--- config.mk ---
export PLATFORM = sky130hd
export DESIGN_NAME = mpo_ctrl
export DESIGN_NICKNAME = d
export VERILOG_FILES = /design/src/rtl/mpo_pkg.sv /design/src/rtl/mpo_ctrl.sv
export SDC_FILE = /design/constraint.sdc
export NUM_CORES = 1
export LEC_CHECK = 0
export ABC_AREA = 1
export BUFFER_PORTS_ARGS = -buffer_cell sky130_fd_sc_hd__buf_2
export CAP_MARGIN = 10
export CORE_MARGIN = 2
export CORE_UTILIZATION = 40
export CTS_CLUSTER_SIZE = 28
export DETAILED_ROUTE_END_ITERATION = 10
export PLACE_DENSITY = 0.68
export SETUP_SLACK_MARGIN = 0.02
export SYNTH_ARGS = -nofsm -noshare
export SYNTH_HDL_FRONTEND = slang
export SYNTH_SLANG_ARGS = --single-unit
--- constraint.sdc ---
create_clock -name clk -period 1.8 [get_ports clk]
set_clock_uncertainty 0.2 [all_clocks]
set_input_delay 0.36 -clock clk [delete_from_list [all_inputs] [get_ports clk]]
set_output_delay 0.36 -clock clk [all_outputs]
set_load 0.03 [all_outputs]
--- src/rtl/mpo_pkg.sv ---
// ----------------------------------------------------------------------------
// Motor position observer package
// Widths, fixed-point constants and the command and status types shared by
// the controller, the datapath and the channel interfaces.
// ----------------------------------------------------------------------------
package mpo_pkg;

    // Width of the saturating signal path (speed integrator and torque sum).
    localparam int DW = 32;

    localparam int ANGLE_W     = 19;
    localparam int TORQUE_W    = 32;
    localparam int OUT_W       = 32;
    localparam int LOAD_W      = 32;
    localparam int GAIN31_W    = 31;
    localparam int GAIN32_W    = 32;
    localparam int IPP_W       = 17;
    localparam int CFG_DATA_W  = 32;
    localparam int CFG_INDEX_W = 3;

    // Pi and two pi as unsigned Q3.16 angles.
    localparam logic [ANGLE_W-1:0] PI_Q  = ANGLE_W'(205887);
    localparam logic [ANGLE_W-1:0] TAU_Q = ANGLE_W'(411775);

    // Wrapped angle error and mechanical error, both signed.
    localparam int ERR_W  = ANGLE_W + 2;
    localparam int MECH_W = ANGLE_W + 2;

    // Working width of the saturating sums before clamping to DW bits.
    localparam int SW = (DW > 36) ? DW + 2 : 38;

    // Angle reduction: an offset of whole turns makes the sum non-negative,
    // then a reciprocal multiply estimates the number of turns.
    localparam int UW = DW + 1;
    localparam int QW = UW - 18;
    localparam longint unsigned TAU_L   = 64'd411775;
    localparam longint unsigned MOD_K   = ((64'd1 << (DW - 1)) + TAU_L - 64'd1) / TAU_L;
    localparam longint unsigned MOD_OFF = MOD_K * TAU_L;
    localparam longint unsigned MOD_M   = (64'd1 << UW) / TAU_L;

    // Shared multiplier operand and product widths.
    localparam int AW = UW + 1;
    localparam int BW = GAIN32_W + 1;
    localparam int PW = AW + BW;

    typedef enum logic [CFG_INDEX_W-1:0] {
        CFG_GAIN_SPEED_FF   = 3'd0,
        CFG_GAIN_PROP       = 3'd1,
        CFG_GAIN_INT_DT     = 3'd2,
        CFG_INV_INERTIA_DT  = 3'd3,
        CFG_INV_POLE_PAIRS  = 3'd4,
        CFG_ELECTRICAL_DT   = 3'd5,
        CFG_TORQUE_LIMIT    = 3'd6,
        CFG_OBSERVER_ENABLE = 3'd7
    } cfg_index_t;

    typedef enum logic [3:0] {
        MUL_NONE,
        MUL_MECH,
        MUL_LI,
        MUL_P,
        MUL_I,
        MUL_F,
        MUL_E,
        MUL_Q,
        MUL_R
    } mul_sel_t;

    typedef enum logic [3:0] {
        UPD_NONE,
        UPD_ERR,
        UPD_MECH,
        UPD_LOAD,
        UPD_SUM,
        UPD_SPEED,
        UPD_SOUT,
        UPD_ANG,
        UPD_WRAP
    } upd_sel_t;

    typedef struct packed {
        logic     capture;
        mul_sel_t mul_sel;
        upd_sel_t upd_sel;
        logic     load_out;
    } dp_cmd_t;

    typedef struct packed {
        logic enable;
    } dp_status_t;

endpackage

--- src/rtl/mpo_ctrl.sv ---
// ----------------------------------------------------------------------------
// Motor position observer controller
// One-hot sequencer that steps the datapath through one observer update and
// owns both channel handshakes.
// ----------------------------------------------------------------------------
module mpo_ctrl import mpo_pkg::*; (
    input  logic       clk,
    input  logic       rst_n,
    input  logic       in_valid,
    output logic       in_ready,
    output logic       out_valid,
    input  logic       out_ready,
    input  dp_status_t status,
    output dp_cmd_t    cmd
);

    typedef enum logic [17:0] {
        ST_IDLE     = 18'h00001,
        ST_ERR      = 18'h00002,
        ST_MUL_MECH = 18'h00004,
        ST_MECH     = 18'h00008,
        ST_MUL_LI   = 18'h00010,
        ST_LOAD     = 18'h00020,
        ST_MUL_P    = 18'h00040,
        ST_SUM      = 18'h00080,
        ST_MUL_I    = 18'h00100,
        ST_SPEED    = 18'h00200,
        ST_MUL_F    = 18'h00400,
        ST_SOUT     = 18'h00800,
        ST_MUL_E    = 18'h01000,
        ST_ANG      = 18'h02000,
        ST_MUL_Q    = 18'h04000,
        ST_MUL_R    = 18'h08000,
        ST_WRAP     = 18'h10000,
        ST_DONE     = 18'h20000
    } state_t;

    state_t state_reg;
    state_t state_next;
    logic   out_valid_reg;
    logic   out_valid_next;

    always_comb
    begin
        state_next   = state_reg;
        cmd.capture  = 1'b0;
        cmd.mul_sel  = MUL_NONE;
        cmd.upd_sel  = UPD_NONE;
        cmd.load_out = 1'b0;
        in_ready     = 1'b0;
        case (state_reg)
            ST_IDLE:
            begin
                in_ready = 1'b1;
                if (in_valid)
                begin
                    cmd.capture = 1'b1;
                    state_next  = status.enable ? ST_ERR : ST_DONE;
                end
            end
            ST_ERR:
            begin
                cmd.upd_sel = UPD_ERR;
                state_next  = ST_MUL_MECH;
            end
            ST_MUL_MECH:
            begin
                cmd.mul_sel = MUL_MECH;
                state_next  = ST_MECH;
            end
            ST_MECH:
            begin
                cmd.upd_sel = UPD_MECH;
                state_next  = ST_MUL_LI;
            end
            ST_MUL_LI:
            begin
                cmd.mul_sel = MUL_LI;
                state_next  = ST_LOAD;
            end
            ST_LOAD:
            begin
                cmd.upd_sel = UPD_LOAD;
                state_next  = ST_MUL_P;
            end
            ST_MUL_P:
            begin
                cmd.mul_sel = MUL_P;
                state_next  = ST_SUM;
            end
            ST_SUM:
            begin
                cmd.upd_sel = UPD_SUM;
                state_next  = ST_MUL_I;
            end
            ST_MUL_I:
            begin
                cmd.mul_sel = MUL_I;
                state_next  = ST_SPEED;
            end
            ST_SPEED:
            begin
                cmd.upd_sel = UPD_SPEED;
                state_next  = ST_MUL_F;
            end
            ST_MUL_F:
            begin
                cmd.mul_sel = MUL_F;
                state_next  = ST_SOUT;
            end
            ST_SOUT:
            begin
                cmd.upd_sel = UPD_SOUT;
                state_next  = ST_MUL_E;
            end
            ST_MUL_E:
            begin
                cmd.mul_sel = MUL_E;
                state_next  = ST_ANG;
            end
            ST_ANG:
            begin
                cmd.upd_sel = UPD_ANG;
                state_next  = ST_MUL_Q;
            end
            ST_MUL_Q:
            begin
                cmd.mul_sel = MUL_Q;
                state_next  = ST_MUL_R;
            end
            ST_MUL_R:
            begin
                cmd.mul_sel = MUL_R;
                state_next  = ST_WRAP;
            end
            ST_WRAP:
            begin
                cmd.upd_sel = UPD_WRAP;
                state_next  = ST_DONE;
            end
            ST_DONE:
            begin
                // Wait here until the output register is free.
                if (!out_valid_reg || out_ready)
                begin
                    cmd.load_out = 1'b1;
                    state_next   = ST_IDLE;
                end
            end
            default:
            begin
                state_next = ST_IDLE;
            end
        endcase
    end

    always_comb
    begin
        out_valid_next = out_valid_reg;
        if (cmd.load_out)
        begin
            out_valid_next = 1'b1;
        end
        else if (out_ready)
        begin
            out_valid_next = 1'b0;
        end
    end

    always_ff @(posedge clk or negedge rst_n)
    begin
        if (!rst_n)
        begin
            state_reg     <= ST_IDLE;
            out_valid_reg <= 1'b0;
        end
        else
        begin
            state_reg     <= state_next;
            out_valid_reg <= out_valid_next;
        end
    end

    assign out_valid = out_valid_reg;

endmodule

[Word-level counts from Yosys, hierarchy flattened]
Cells that the tools add are included.
Operators by class
  eq/ne operators: 20
  multiplexer cells: 13
  reduce and logical (&&, ||, !) cells: 4
Operators by type and width (number)
  case mux 18 bit (18 select lines): 1
  case mux 4 bit (8 select lines): 2
  two-way mux 18 bit: 3
  == test 18 x 1 -> 1 bit, second input constant: 1
  == test 18 x 10 -> 1 bit, second input constant: 1
  == test 18 x 11 -> 1 bit, second input constant: 1
  == test 18 x 12 -> 1 bit, second input constant: 1
  == test 18 x 13 -> 1 bit, second input constant: 1
  == test 18 x 14 -> 1 bit, second input constant: 1
  == test 18 x 15 -> 1 bit, second input constant: 1
  == test 18 x 16 -> 1 bit, second input constant: 1
  == test 18 x 17 -> 1 bit, second input constant: 1
  == test 18 bit, second input constant: 1
  == test 18 x 2 -> 1 bit, second input constant: 1
  == test 18 x 3 -> 1 bit, second input constant: 1
  == test 18 x 4 -> 1 bit, second input constant: 1
  == test 18 x 5 -> 1 bit, second input constant: 1
  == test 18 x 6 -> 1 bit, second input constant: 1
  == test 18 x 7 -> 1 bit, second input constant: 1
  == test 18 x 8 -> 1 bit, second input constant: 1
  == test 18 x 9 -> 1 bit, second input constant: 1
  two-way mux 1 bit: 7
  inequality test 2 bit, second input constant: 2
  AND reduction 2 bit: 1
  other kinds (3): 3
Word-level totals
  bits of input ports: 5
  output and inout bits: 12
  flip-flop bits (word level): 19

[Logic depth before layout (Yosys ltp)]
  depth in word-level cells: 5
  mapped depth: 11

[Least setup slack after synthesis]
Ideal clock, no wire load.
  kind: flip-flop to output port
  start: register state_reg[13]
  end: output port cmd[9] (netlist bit)
  setup slack: -0.093 ns
  stages on the path, launching flop included: 6
  data required time: 1.240 ns
  data arrival time: 1.333 ns
  cell sequence: dfrtp_1 nor2_4 nand2_4 nor2_8 nand3_2 nor2_1
RTL lines
  from (decl): RTL line mpo_ctrl.sv:38  | state_t state_reg;
  from (signal assigned): RTL line mpo_ctrl.sv:179  | state_reg <= state_next;
  to (decl): RTL line mpo_ctrl.sv:14  | output dp_cmd_t cmd

==> out/results.tsv <==
metric	value	unit
Post-synth top flop	dfrtp_1	
CTS tree	built	
synthesized area per cell	6.96	µm²
H-tree depth	1	
R2R Setup Slk	-0.49	ns
vias per cell	5.28	
initial antenna violation count	0	
Core Rows	19	
drt initial violations	83	
# clock sinks	19	
hold path endpoint	out_valid$_DFFE_PN0P_	
outcome	finished, violations left	
chip height	58.4	µm
most frequent cells after synthesis	nor2_1, inv_1, nand2_1	
initial core utilization	42.6	%
area of the core	2780	µm²
die area	3410	µm²
Worst setup SP type	flip-flop	
area grow syn2layout	82.3	%
global-route wire length before repair	6.38	mm
register area share after synthesis	40.3	%
Overall Power	1.94	mW
Synth Register Bits	19	
hold path start	out_ready	
Fill cells	154	
fin util	77.6	%
clock latency on the worst-skew pair	0.30	ns
# DRC	0	
Num CTS Buffers	3	
met2 GRT Util	43.7	%
GPL Wtd Cong	0.940	
largest net degree at the start of global routing	20	
routed len/inst	16.0	µm
total of warnings raised by yosys	0	
layout cell share with drive strength beyond 1	58.0	%
drt total wl	4.59	mm
Worst R2R Start	state_reg[4]$_DFFE_PN0P_	
overflow left after global routing	0	
failing checks	setup timing	
Worst R2R Path Depth	13	
syn_nets	175	
final hold violations	0	
Worst VDD drop	1.18	mV
via count	1522	
setup violators final	14	
Final #Nets	263	
top cells by area in the synthesized netlist	dfrtp_1, nor2_1, inv_1, nand2_1, nand3_1	
Worst Tran Pin Value	0.443	ns
HPWL after detailed placement	2.50	mm
async set or reset register ratio after synthesis	100	%
vias in the first global route	1467	
crit path time final	2.37	ns
layer with the highest usage	met2	
Pwr Density	900	nW/µm²
Hold WC Path Type	primary input to flip-flop	
met1 global-route usage	30.4	%
EDFF count, synth	0	
Die Wd	58.4	µm
Hold Path Stages	2	
max capacitance violation total	0	
M3 GR Usage	2.86	%
clk slew on worst S/H paths	0.11	ns
Cell variety after synth	23	
Setup WS post-layout	-0.567	ns
Clock Tree Buf Depth	2	
Max Fclk	422	MHz
I/O pin cnt	17	
CP Max Fanout	3	
Synth top area share	38.1	%
TritonRoute pass-1 iters	4	
Max-Slew Margin vs Limit	70.4	%
Finished Layout Cells	288	
reg2reg end	state_reg[0]$_DFFE_PN1P_	
CP Capture Type	output port	
placed cells	260	
ANT cells	0	
max FFs per register	18	
share of the clock period used by the worst path	132	%
unrepaired setup endpoints after global routing	yes	
clk root buf	clkbuf_4	
PortBufs	16	
Pleak	1.30	nW
ANT nets after route	0	
most common cell in the netlist	nor2_1	
largest area contributor in the netlist	dfrtp_1	
Slew Viols, Final	0	
worst setup path class	flip-flop to output port	
Gate Count Post-Synth	170	
CP arrival	1.81	ns
All-Layer GR Usage	24.5	%
critical path required time	1.24	ns
Mapped Area	1180	µm²
cells by family after synthesis:
logic type,after synthesis,share of synthesized area (%)
AO/OA/AOI/OAI,4,1.69
buffers and inverters,42,13.7
flip-flops,19,40.3
AND/OR/NAND/NOR,105,44.3
what timing repair did:
item,4_1_cts,5_1_grt
setup buffers,21,5
hold buffers,1,0
gates cloned,0,0
setup endpoints to repair,13,13
pin swaps,19,14
gates resized for setup,52,30
hold endpoints to repair,18,0
through the flow:
step	worst slack [ns]	hold slack, ns	area [µm²]	setup TNS, ns
finish	-0.567	0.0399	2160	-6.37
floorplan	-0.0279	-0.136	1210	-0.0279
global route	-0.643	0.0513	2160	-7.33
CTS	-0.446	0.0471	2020	-4.88
global placement	-0.202	0.123	1660	-1.44
detailed placement	-0.255	0.131	1660	-1.96
placed cells by master, fill, tap and decap left out, types with 7 or more instances in the layout:
master / synthesis / layout
buf_4: 1 / 59
buf_6: 0 / 19
dfrtp_1: 18 / 18
inv_1: 34 / 29
inv_2: 5 / 10
nand2_1: 29 / 18
nand2_2: 1 / 7
nand3_2: 1 / 12
nand4_1: 7 / 7
nor2_1: 35 / 25
nor2_4: 6 / 12
metal layers:
layer,part of all wire [%],up-vias
li1,-,688
met1,39,709
met2,51,100
met3,6.7,25
met4,3.7,0
met5,0,-
critical path, stage by stage (launching register included):
cell     delay (ns)
dfrtp_1        0.43
nor2_2         0.19
nand2_2        0.12
inv_2          0.12
nand2_2        0.10
nor2_2         0.14
nand2_2        0.11
nand4_1        0.14
buf_6          0.15
final cells by class:
| class | instances | area [µm²] | share of cell area (%) |
|---|---|---|---|
| sequential | 19 | 477 | 22.1 |
| tap | 31 | 38.8 | 1.80 |
| clock buffer | 4 | 26.3 | 1.22 |
| timing repair buffer | 84 | 692 | 32.1 |
| multi-input combinational | 109 | 763 | 35.4 |
| inverter | 41 | 161 | 7.48 |
power breakdown:
part / total [mW] / internal (mW) / switching [mW]
combinational: 1.20 / 0.514 / 0.684
clock: 0.226 / 0.0865 / 0.139
sequential: 0.519 / 0.477 / 0.0421
total: 1.94 / 1.08 / 0.865
worst max-delay path by stage:
stage / slack [ns] / from / cells after the start / end
finish: -0.57 / state_reg[4]$_DFFE_PN0P_ / 8 / cmd[5]
global route: -0.64 / state_reg[4]$_DFFE_PN0P_ / 8 / cmd[7]
CTS: -0.45 / state_reg[3]$_DFFE_PN0P_ / 8 / cmd[7]
detailed placement: -0.25 / state_reg[5]$_DFFE_PN0P_ / 8 / cmd[3]
global placement: -0.20 / state_reg[5]$_DFFE_PN0P_ / 8 / cmd[3]
floorplan: -0.03 / state_reg[5]$_DFFE_PN0P_ / 7 / cmd[5]
Note: power is estimated with default switching activity, not from simulation.
